[src/rtl/assert_macros.svh]
// Assertion macros shared by the RTL of the pole detector.
// Compiled away when SYNTH is defined.
`ifndef ASSERT_MACROS_SVH
`define ASSERT_MACROS_SVH
`ifndef SYNTH
`define ASSERT_CLK(label, clk, rstn, prop) \
    label: assert property (@(posedge clk) disable iff (!rstn) prop) \
    else $error("assertion failed");
`define ASSERT_ALWAYS(label, clk, prop) \
    label: assert property (@(posedge clk) prop) else $error("assertion failed");
`else
`define ASSERT_CLK(label, clk, rstn, prop)
`define ASSERT_ALWAYS(label, clk, prop)
`endif
`endif

[src/rtl/lpd_pkg.sv]
// Package of the pole detector: field widths, register indexes, reset values.
// Used by lpd_isqrt and lidar_pole_detector_top.
package lpd_pkg;
    localparam int PoleCount   = 2;
    localparam int SqrtInW     = 34;
    localparam int SqrtOutW    = 17;
    localparam int CfgAddrW    = 3;
    localparam int CfgDataW    = 24;

    typedef enum logic [CfgAddrW-1:0] {
        REG_MIN_RANGE    = 3'd0,
        REG_GAP_SQ       = 3'd1,
        REG_POLE_WIDTH   = 3'd2,
        REG_WIDTH_ERR_SQ = 3'd3,
        REG_EXTENT_X     = 3'd4,
        REG_EXTENT_Y     = 3'd5,
        REG_SENSOR_X     = 3'd6,
        REG_SENSOR_Y     = 3'd7
    } cfg_reg_t;

    localparam logic [14:0] MinRangeReset  = 15'd819;
    localparam logic [23:0] GapSqReset     = 24'd94249;
    localparam logic [11:0] PoleWidthReset = 12'd102;
    localparam logic [23:0] WidthErrReset  = 24'd10404;
    localparam logic [15:0] ExtentReset    = 16'hFFFF;

    typedef struct packed {
        logic start;
        logic busy;
        logic done;
    } sqrt_ctl_t;
endpackage

[src/rtl/lpd_isqrt.sv]
// Iterative integer square root, two radicand bits per cycle.
// Depends on lpd_pkg and assert_macros.svh.
`include "assert_macros.svh"
module lpd_isqrt
    import lpd_pkg::*;
(
    input  logic                aclk,
    input  logic                aresetn,
    input  logic                start,
    input  logic [SqrtInW-1:0]  radicand,
    output sqrt_ctl_t           ctl,
    output logic [SqrtOutW-1:0] root
);
    localparam int StepW = $clog2(SqrtOutW + 1);

    logic [SqrtInW-1:0]  rem_reg, rem_next;
    logic [SqrtInW-1:0]  val_reg, val_next;
    logic [SqrtOutW-1:0] root_reg, root_next;
    logic [StepW-1:0]    step_reg, step_next;
    logic                busy_reg, busy_next, done_reg, done_next;
    logic [SqrtOutW+1:0] trial;
    logic [SqrtOutW+1:0] rem_top;

    // Classic restoring digit-by-digit root: bring down two bits, try 4r+1.
    always_comb begin
        rem_top   = {rem_reg[SqrtOutW-1:0], val_reg[SqrtInW-1 -: 2]};
        trial     = {root_reg, 2'b01};
        rem_next  = rem_reg;
        val_next  = val_reg;
        root_next = root_reg;
        step_next = step_reg;
        busy_next = busy_reg;
        done_next = 1'b0;
        if (start) begin
            rem_next  = '0;
            val_next  = radicand;
            root_next = '0;
            step_next = StepW'(SqrtOutW);
            busy_next = 1'b1;
        end else if (busy_reg) begin
            val_next = {val_reg[SqrtInW-3:0], 2'b00};
            if (rem_top >= trial) begin
                rem_next  = SqrtInW'(rem_top - trial);
                root_next = {root_reg[SqrtOutW-2:0], 1'b1};
            end else begin
                rem_next  = SqrtInW'(rem_top);
                root_next = {root_reg[SqrtOutW-2:0], 1'b0};
            end
            step_next = step_reg - 1'b1;
            if (step_reg == StepW'(1)) begin
                busy_next = 1'b0;
                done_next = 1'b1;
            end
        end
    end

    always_ff @(posedge aclk) begin
        if (!aresetn) begin
            busy_reg <= 1'b0;
            done_reg <= 1'b0;
            step_reg <= '0;
        end else begin
            busy_reg <= busy_next;
            done_reg <= done_next;
            step_reg <= step_next;
        end
        rem_reg  <= rem_next;
        val_reg  <= val_next;
        root_reg <= root_next;
    end

    assign ctl.start = start;
    assign ctl.busy  = busy_reg;
    assign ctl.done  = done_reg;
    assign root      = root_reg;

    `ASSERT_CLK(a_done_after_busy, aclk, aresetn, done_reg |-> $past(busy_reg))
    `ASSERT_CLK(a_no_start_busy, aclk, aresetn, busy_reg |-> !done_reg)
    `ASSERT_CLK(a_start_busy, aclk, aresetn, start |=> busy_reg)
endmodule

[src/rtl/lidar_pole_detector_top.sv]
// Top level of the lidar pole detector: beam to point, clustering, pole ranking.
// Depends on lpd_pkg, lpd_isqrt and assert_macros.svh.
`include "assert_macros.svh"
// Each beam item is handled by a small sequencer over one shared 18x18 signed
// multiplier and one accumulator. A beam that gives no point goes straight to S_END;
// a point outside the map passes S_MUL_X, S_MUL_Y, S_PT_Y and S_CHECK; a kept point
// adds S_DX, S_DY, S_GAP and S_PLACE, and one that closes a cluster also S_CDX,
// S_CDY, the square root unit (17 root bits, one per cycle), S_ERR, S_RANK, S_CSUM.
// A scan end item closes any open cluster the same way, loads the result items if
// all POLE_COUNT slots are filled, waits on m_tready as needed and clears them.
// Results sit in an output register; the block takes no new item until they are delivered.
module lidar_pole_detector_top
    import lpd_pkg::*;
#(
    parameter int POLE_COUNT = PoleCount
) (
    input  logic                aclk,
    input  logic                aresetn,
    input  logic                s_tvalid,
    output logic                s_tready,
    input  logic [47:0]         s_tdata,  // beam_range[14:0], dir_cos[30:15], dir_sin[46:31]
    input  logic                s_tuser,  // beam_valid
    input  logic                s_tlast,  // scan_end
    output logic                m_tvalid,
    input  logic                m_tready,
    output logic [31:0]         m_tdata,  // pole_x[15:0], pole_y[31:16]
    output logic                m_tuser,  // pole_slot
    output logic                m_tlast,  // last_pole
    input  logic                cfg_wr_en,
    input  logic [CfgAddrW-1:0] cfg_wr_addr,
    input  logic [CfgDataW-1:0] cfg_wr_data
);
    localparam int SlotW = (POLE_COUNT > 1) ? $clog2(POLE_COUNT) : 1;
    localparam int CntW  = $clog2(POLE_COUNT + 1);

    typedef enum logic [4:0] {
        S_IDLE, S_MUL_X, S_MUL_Y, S_PT_X, S_PT_Y, S_CHECK, S_DX, S_DY, S_GAP,
        S_PLACE, S_END, S_CDX, S_CDY, S_CSUM, S_SQRT_GO, S_SQRT_WAIT, S_ERR,
        S_RANK, S_EMIT0, S_EMIT1, S_WAIT_OUT
    } state_t;

    // Configuration registers
    logic [14:0] min_range_reg;
    logic [23:0] gap_sq_reg, width_err_reg;
    logic [11:0] pole_width_reg;
    logic [15:0] extent_x_reg, extent_y_reg;
    logic signed [16:0] sensor_x_reg, sensor_y_reg;

    always_ff @(posedge aclk) begin
        if (!aresetn) begin
            min_range_reg  <= MinRangeReset;
            gap_sq_reg     <= GapSqReset;
            pole_width_reg <= PoleWidthReset;
            width_err_reg  <= WidthErrReset;
            extent_x_reg   <= ExtentReset;
            extent_y_reg   <= ExtentReset;
            sensor_x_reg   <= '0;
            sensor_y_reg   <= '0;
        end else if (cfg_wr_en) begin
            unique case (cfg_reg_t'(cfg_wr_addr))
                REG_MIN_RANGE:    min_range_reg  <= cfg_wr_data[14:0];
                REG_GAP_SQ:       gap_sq_reg     <= cfg_wr_data;
                REG_POLE_WIDTH:   pole_width_reg <= cfg_wr_data[11:0];
                REG_WIDTH_ERR_SQ: width_err_reg  <= cfg_wr_data;
                REG_EXTENT_X:     extent_x_reg   <= cfg_wr_data[15:0];
                REG_EXTENT_Y:     extent_y_reg   <= cfg_wr_data[15:0];
                REG_SENSOR_X:     sensor_x_reg   <= cfg_wr_data[16:0];
                REG_SENSOR_Y:     sensor_y_reg   <= cfg_wr_data[16:0];
                default:          ;
            endcase
        end
    end

    state_t state_reg;
    logic [14:0] range_reg;
    logic signed [15:0] cos_reg, sin_reg;
    logic valid_reg, last_reg;
    logic signed [33:0] prod_reg;      // shared multiplier output
    logic signed [35:0] acc_reg;       // shared accumulator
    logic signed [18:0] px_reg, py_reg;
    logic [15:0] prev_x_reg, prev_y_reg, start_x_reg, start_y_reg;
    logic open_reg;
    logic [15:0] best_x_reg [POLE_COUNT];
    logic [15:0] best_y_reg [POLE_COUNT];
    logic [23:0] best_e_reg [POLE_COUNT];
    logic [CntW-1:0] count_reg;
    logic signed [17:0] dx_reg;
    logic [34:0] e2_reg;
    logic closing_end_reg;             // close was triggered by the scan end
    logic out_valid_reg, out_slot_reg, out_last_reg;
    logic [15:0] out_x_reg, out_y_reg;
    logic emit_more_reg;
    logic [SlotW-1:0] emit_idx_reg;

    // Shared multiplier operands
    logic signed [17:0] mul_a;
    logic signed [17:0] mul_b;
    logic signed [34:0] mul_p;
    always_comb begin
        mul_a = '0;
        mul_b = '0;
        unique case (state_reg)
            S_MUL_X: begin mul_a = 18'(signed'({1'b0, range_reg})); mul_b = 18'(cos_reg); end
            S_MUL_Y: begin mul_a = 18'(signed'({1'b0, range_reg})); mul_b = 18'(sin_reg); end
            S_DX, S_DY, S_CDX, S_CDY, S_RANK: begin mul_a = dx_reg; mul_b = dx_reg; end
            default: ;
        endcase
    end
    // Every squared operand stays below 2^17 in magnitude, so 35 bits hold the product.
    assign mul_p = 35'(mul_a * mul_b);

    // Rounding of a Q14 product, halves toward plus infinity.
    logic signed [34:0] rnd_t;
    logic signed [18:0] rnd_q;
    assign rnd_t = 35'(prod_reg) + 35'sd8192;
    assign rnd_q = 19'(rnd_t >>> 14);

    // Square root unit
    sqrt_ctl_t sq_ctl;
    logic [SqrtOutW-1:0] sq_root;
    logic sq_start;
    assign sq_start = (state_reg == S_SQRT_GO);
    lpd_isqrt u_sqrt (
        .aclk     (aclk),
        .aresetn  (aresetn),
        .start    (sq_start),
        .radicand (SqrtInW'(acc_reg)),
        .ctl      (sq_ctl),
        .root     (sq_root)
    );

    logic in_map;
    assign in_map = !px_reg[18] && (px_reg < 19'(signed'({3'b0, extent_x_reg})))
                 && !py_reg[18] && (py_reg < 19'(signed'({3'b0, extent_y_reg})));

    // Insertion position among the ranked candidates
    logic [CntW-1:0] pos;
    always_comb begin
        pos = count_reg;
        for (int i = POLE_COUNT - 1; i >= 0; i--) begin
            if (CntW'(i) < count_reg && e2_reg < 35'(best_e_reg[i])) pos = CntW'(i);
        end
    end

    logic y_equal, y_swap;
    assign y_equal = (POLE_COUNT == 2) && (best_y_reg[POLE_COUNT-1] == best_y_reg[0]);
    assign y_swap  = (POLE_COUNT == 2) && (best_y_reg[POLE_COUNT-1] < best_y_reg[0]);

    assign s_tready = (state_reg == S_IDLE) && !out_valid_reg;

    always_ff @(posedge aclk) begin
        if (!aresetn) begin
            state_reg     <= S_IDLE;
            open_reg      <= 1'b0;
            count_reg     <= '0;
            prev_x_reg    <= '0;
            prev_y_reg    <= '0;
            out_valid_reg <= 1'b0;
            emit_more_reg <= 1'b0;
        end else begin
            // The second result item reloads the register in S_EMIT1 instead.
            if (out_valid_reg && m_tready && !(state_reg == S_EMIT1 && emit_more_reg))
                out_valid_reg <= 1'b0;
            unique case (state_reg)
                S_IDLE: if (s_tvalid && s_tready) begin
                    range_reg <= s_tdata[14:0];
                    cos_reg   <= s_tdata[30:15];
                    sin_reg   <= s_tdata[46:31];
                    valid_reg <= s_tuser;
                    last_reg  <= s_tlast;
                    state_reg <= (s_tuser && s_tdata[14:0] >= min_range_reg) ? S_MUL_X : S_END;
                end
                S_MUL_X: begin prod_reg <= 34'(mul_p); state_reg <= S_MUL_Y; end
                S_MUL_Y: begin
                    px_reg    <= 19'(sensor_x_reg) + rnd_q;
                    prod_reg  <= 34'(mul_p);
                    state_reg <= S_PT_Y;
                end
                S_PT_Y: begin py_reg <= 19'(sensor_y_reg) + rnd_q; state_reg <= S_CHECK; end
                S_CHECK: begin
                    dx_reg    <= 18'(px_reg - 19'(signed'({3'b0, prev_x_reg})));
                    state_reg <= in_map ? S_DX : S_END;
                end
                S_DX: begin
                    acc_reg   <= 36'(mul_p);
                    dx_reg    <= 18'(py_reg - 19'(signed'({3'b0, prev_y_reg})));
                    state_reg <= S_DY;
                end
                S_DY: begin acc_reg <= acc_reg + 36'(mul_p); state_reg <= S_GAP; end
                S_GAP: begin
                    closing_end_reg <= 1'b0;
                    if (acc_reg > 36'(gap_sq_reg) && open_reg) begin
                        dx_reg    <= 18'({2'b0, start_x_reg}) - 18'({2'b0, prev_x_reg});
                        state_reg <= S_CDX;
                    end else state_reg <= S_PLACE;
                end
                S_PLACE: begin
                    if (!open_reg) begin
                        start_x_reg <= px_reg[15:0];
                        start_y_reg <= py_reg[15:0];
                        open_reg    <= 1'b1;
                    end
                    prev_x_reg <= px_reg[15:0];
                    prev_y_reg <= py_reg[15:0];
                    state_reg  <= S_END;
                end
                S_END: begin
                    if (!last_reg) state_reg <= S_IDLE;
                    else if (open_reg) begin
                        closing_end_reg <= 1'b1;
                        dx_reg    <= 18'({2'b0, start_x_reg}) - 18'({2'b0, prev_x_reg});
                        state_reg <= S_CDX;
                    end else state_reg <= S_EMIT0;
                end
                S_CDX: begin
                    acc_reg   <= 36'(mul_p);
                    dx_reg    <= 18'({2'b0, start_y_reg}) - 18'({2'b0, prev_y_reg});
                    state_reg <= S_CDY;
                end
                S_CDY: begin acc_reg <= acc_reg + 36'(mul_p); state_reg <= S_SQRT_GO; end
                S_SQRT_GO: state_reg <= S_SQRT_WAIT;
                S_SQRT_WAIT: if (sq_ctl.done) begin
                    dx_reg    <= 18'({1'b0, sq_root}) - 18'({6'b0, pole_width_reg});
                    state_reg <= S_ERR;
                end
                S_ERR: state_reg <= S_RANK;  // dx now holds the error; square it next
                S_RANK: begin
                    e2_reg    <= 35'(mul_p);
                    state_reg <= S_CSUM;
                end
                S_CSUM: begin
                    open_reg <= 1'b0;
                    if (e2_reg <= 35'(width_err_reg) && pos < CntW'(POLE_COUNT)) begin
                        for (int i = POLE_COUNT - 1; i > 0; i--) begin
                            if (CntW'(i) > pos) begin
                                best_x_reg[i] <= best_x_reg[i-1];
                                best_y_reg[i] <= best_y_reg[i-1];
                                best_e_reg[i] <= best_e_reg[i-1];
                            end
                        end
                        best_x_reg[pos[SlotW-1:0]] <= 16'((17'(start_x_reg) + 17'(prev_x_reg)) >> 1);
                        best_y_reg[pos[SlotW-1:0]] <= 16'((17'(start_y_reg) + 17'(prev_y_reg)) >> 1);
                        best_e_reg[pos[SlotW-1:0]] <= e2_reg[23:0];
                        if (count_reg < CntW'(POLE_COUNT)) count_reg <= count_reg + 1'b1;
                    end
                    state_reg <= closing_end_reg ? S_EMIT0 : S_PLACE;
                end
                S_EMIT0: begin
                    if (count_reg >= CntW'(POLE_COUNT)) begin
                        emit_idx_reg  <= (y_swap && !y_equal) ? SlotW'(0) : SlotW'(POLE_COUNT-1);
                        out_x_reg     <= best_x_reg[(y_swap && !y_equal) ?
                                                    SlotW'(POLE_COUNT-1) : SlotW'(0)];
                        out_y_reg     <= best_y_reg[(y_swap && !y_equal) ?
                                                    SlotW'(POLE_COUNT-1) : SlotW'(0)];
                        out_slot_reg  <= 1'b0;
                        out_last_reg  <= (POLE_COUNT == 1) || y_equal;
                        emit_more_reg <= (POLE_COUNT == 2) && !y_equal;
                        out_valid_reg <= 1'b1;
                        state_reg     <= S_EMIT1;
                    end else state_reg <= S_WAIT_OUT;
                end
                S_EMIT1: if (!out_valid_reg || m_tready) begin
                    if (emit_more_reg) begin
                        out_x_reg     <= best_x_reg[emit_idx_reg];
                        out_y_reg     <= best_y_reg[emit_idx_reg];
                        out_slot_reg  <= 1'b1;
                        out_last_reg  <= 1'b1;
                        out_valid_reg <= 1'b1;
                        emit_more_reg <= 1'b0;
                    end
                    state_reg <= S_WAIT_OUT;
                end
                S_WAIT_OUT: begin
                    open_reg   <= 1'b0;
                    count_reg  <= '0;
                    prev_x_reg <= '0;
                    prev_y_reg <= '0;
                    for (int i = 0; i < POLE_COUNT; i++) best_e_reg[i] <= '0;
                    state_reg  <= S_IDLE;
                end
                default: state_reg <= S_IDLE;
            endcase
        end
    end

    assign m_tvalid = out_valid_reg;
    assign m_tdata  = {out_y_reg, out_x_reg};
    assign m_tuser  = out_slot_reg;
    assign m_tlast  = out_last_reg;

    `ASSERT_CLK(a_busy_not_ready, aclk, aresetn, (state_reg != S_IDLE) |-> !s_tready)
    `ASSERT_CLK(a_count_range, aclk, aresetn, count_reg <= CntW'(POLE_COUNT))
    `ASSERT_CLK(a_sqrt_only_closing, aclk, aresetn, sq_ctl.busy |-> (state_reg == S_SQRT_WAIT))
    `ASSERT_CLK(a_slot1_last, aclk, aresetn, (m_tvalid && m_tuser) |-> m_tlast)
endmodule
[config.mk]
export PLATFORM = sky130hd
export DESIGN_NAME = lidar_pole_detector_top
export DESIGN_NICKNAME = d
export VERILOG_FILES = /design/src/rtl/lpd_pkg.sv /design/src/rtl/lpd_isqrt.sv /design/src/rtl/lidar_pole_detector_top.sv
export VERILOG_INCLUDE_DIRS = /design/src /design/src/rtl
export SDC_FILE = /design/constraint.sdc
export NUM_CORES = 2
export LEC_CHECK = 0
export ABC_AREA = 1
export BUFFER_PORTS_ARGS = -buffer_cell sky130_fd_sc_hd__buf_4
export CORE_MARGIN = 2
export CORE_UTILIZATION = 35
export CTS_CLUSTER_SIZE = 25
export DETAILED_ROUTE_END_ITERATION = 10
export MAX_ROUTING_LAYER = met4
export REMOVE_ABC_BUFFERS = 1
export SLEW_MARGIN = 15
export SYNTH_ARGS = -nofsm -noshare
export SYNTH_HDL_FRONTEND = slang
export SYNTH_SLANG_ARGS = --single-unit
export TNS_END_PERCENT = 20
[constraint.sdc]
create_clock -name aclk -period 16.2 [get_ports aclk]
set_input_delay 0.81 -clock aclk [delete_from_list [all_inputs] [get_ports aclk]]
set_output_delay 0.81 -clock aclk [all_outputs]
set_load 0.02 [all_outputs]
==> metrics.md <==
| Metric | Value |
|---|---|
| Initial antenna violation count | `2` |
| # placed instances | `8,368` |
| Row count | `140` |
| Slowest stage delay, CP | `1.01 ns` |
| Area growth from synthesis to layout | `11.3%` |
| WL/cell | `18.9 µm` |
| WL final | `161,000 µm` |
| Max Slew Vio Count | `0` |
| Post-Syn Area per Cell | `7.98 µm²` |
| F_max | `79.2 MHz` |
| Dominant synthesized flop cell | `edfxtp_1` |
| Synth cell types | `57` |
| Ys async rst share | `0` |
| Critical Path Source Type | `flip-flop` |
| Final setup margin | `3.57 ns` |
| Fin util | `0.393` |
| Layout cells sized above 1 | `0.0544` |
| Fin crit period | `12.63 ns` |
| Hold Path Depth | `1` |
| CTS resizes | `0` |
| Period utilization | `0.780` |
| DRT Pass-1 Iters | `6` |
| DRC viols | `0` |
| Design Area, Final | `57,400 µm²` |
| Post-CTS Hold Fix Bufs | `0` |
| Register area share after synthesis | `0.325` |
| Most common cell in the synthesized netlist | `nand2_1` |
| Post-CTS setup buffer count | `0` |
| Cell leakage power | `27.3 nW` |
| CTS tree | `done` |
| Vias in the first global route | `41,800` |
| Final non-filler cell total | `8,517` |
| Post-layout nets | `7,397` |
| Worst Max-Slew Pin Slew | `1.13 ns` |
| Initial Utilization | `0.353` |
| Number of synthesized flops with an enable pin | `409` |
| Placed cell areas | `54,600 µm²` |
| Worst slack, placed | `3.62 ns` |
| Worst path required time | `16.65 ns` |
| Critical path arrival | `13.08 ns` |
| Number of buffers created by CTS | `78` |
| Total GRT Usage | `0.218` |
| H-tree depth | `3` |
| Worst Setup End Kind | `flip-flop` |
| Final HPWL DP | `124,000 µm` |
| Yosys warns | `0` |
| Via count | `43,100` |
| Worst-Skew Late Latency | `0.73 ns` |
| Relative slew slack | `0.244` |
| Cell count after synthesis | `6,466` |
| Ports | `118` |
| Pwr dens | `127 nW/µm²` |
| Final ANT Viol Nets | `0` |
| Power, Total | `7.27 mW` |
| Total core area | `146,000 µm²` |
| Chip width | `388 µm` |
| CTS Buffer Depth | `3` |
| Post-route setup TNS | `0 ns` |
| Worst path slowest cell | `inv_2` |
| Max reg flops | `48` |
| RR Startpoint | `state_reg[4]` |
| DR iter-0 viols | `3,624` |
| Area leader, netlist | `edfxtp_1` |
| Register-to-Register Path Depth | `38` |
| Clock transition at path regs | `0.06 ns` |
| WHS | `0.288 ns` |
| Sinks on Clock Net | `634` |
| Hold Path Class | `input port to flip-flop` |
| Final-report hold violation count | `0` |
| Largest net degree at the start of global routing | `108` |
| Setup-failing EPs final | `0` |
| Top post-synthesis cells by area | `edfxtp_1, fa_1, ha_1` |
| Post-synthesis register bit count | `634` |
| Final Wtd Congestion | `0.971` |
| VDD IR max | `84.7 µV` |
| Synth top cells by count | `nand2_1, inv_1, nor2_1` |
| Setup Crit Path Kind | `flip-flop to flip-flop` |
| Die height | `388 µm` |
| Clk_skew | `0.0876 ns` |
| Congestion Overflow GR | `0` |
| Outcome | `complete, no violations` |
| Crit Path Max Fanout | `53` |
| CP Launch Point | `state_reg[4]` |
| Root buffer cell | `clkbuf_16` |
| Post-Syn Area | `51,600 µm²` |
| HP Start | `s_tdata[33]` |
| Yosys top cell area share | `0.238` |
| RSZ-0062 raised after global routing | `false` |
| Max-cap violations | `0` |
| Die area | `151,000 µm²` |
| PortBufs | `116` |
| First-pass GRT wire length | `246,000 µm` |
| Via-to-Cell Ratio | `5.06` |
cell usage in the layout, fill, tap and decap left out, types with 8 or more instances in the layout:
cell type | synthesis | routed
fa_1 | 333 | 333
nor3_1 | 61 | 60
dfxtp_1 | 225 | 224
o21a_1 | 15 | 15
ha_1 | 451 | 451
xnor2_1 | 37 | 37
inv_1 | 1156 | 1156
xor2_1 | 96 | 96
nand4_1 | 62 | 62
edfxtp_1 | 409 | 409
a211oi_1 | 21 | 21
bufinv_16 | 0 | 9
a31oi_1 | 25 | 25
clkinv_4 | 0 | 8
nor2_1 | 461 | 452
a21o_1 | 26 | 26
clkbuf_16 | 0 | 81
buf_4 | 4 | 163
o211ai_1 | 66 | 66
o21bai_1 | 32 | 32
nand3_1 | 266 | 265
o22ai_1 | 20 | 20
o31ai_1 | 13 | 13
clkinv_2 | 0 | 11
a21boi_0 | 11 | 11
clkbuf_1 | 134 | 14
nor4_1 | 16 | 14
clkinv_1 | 17 | 19
nor2_4 | 1 | 8
nand3b_1 | 11 | 11
and2_1 | 8 | 8
nand2_1 | 1498 | 1498
inv_2 | 15 | 16
o21ai_0 | 441 | 441
a21oi_1 | 430 | 429
or2_2 | 18 | 18
cell families (layout without fill, tap and decap cells):
| logic type | count (synthesis) | count (layout) | synth area share |
|---|---|---|---|
| simple gates | 2416 | 2416 | 0.191 |
| buf+inv | 1367 | 1498 | 0.101 |
| compound gates | 1131 | 1131 | 0.122 |
| fa+ha+maj | 784 | 784 | 0.239 |
| flops | 634 | 634 | 0.325 |
| xor+xnor | 133 | 133 | 0.0226 |
| mux | 1 | 1 | 0.000218 |
| other cells | 0 | 3 | 0 |
worst max-delay path, delay by kind of cell, from the launching register on:
| kind | cells | cell delay, ns |
|---|---|---|
| flip-flops | 1 | 0.59 |
| buffers and inverters | 8 | 1.74 |
| AO/OA/AOI/OAI | 5 | 0.91 |
| XOR/XNOR | 1 | 0.90 |
| adder cells (fa/ha/maj) | 8 | 4.14 |
| AND/OR/NAND/NOR | 16 | 4.03 |
per-layer routing:
metal,global-route usage,vias up,wire length (µm)
li1,-,21000,-
met1,0.284,20600,71000
met2,0.349,1240,74500
met3,0.0276,234,9610
met4,0.0785,0,5730
met5,-,-,0
layout make-up:
class	count	area, µm²
fill	15000	88700
antenna	3	7.51
tap	1917	2400
sequential	634	16800
inverter	1188	4460
timing repair buffer	164	1240
clock inverter	45	649
clock buffer	101	2160
multi-input combinational	4465	29700
report_power, final:
| part | internal [mW] | total (mW) | switching, mW |
|---|---|---|---|
| Clock | 1.11 | 1.89 | 0.786 |
| Combinational | 1.00 | 3.35 | 2.35 |
| Sequential | 1.94 | 2.03 | 0.0903 |
path summary, 6_finish.rpt:
path	to	slack (ns)
setup reg to reg	acc_reg[35]	3.57
hold reg to reg	flip-flop	0.43
setup / recovery	acc_reg[35]	3.57
hold / removal	sin_reg[2]	0.29
No activity file was read; power rests on OpenSTA's default activity.
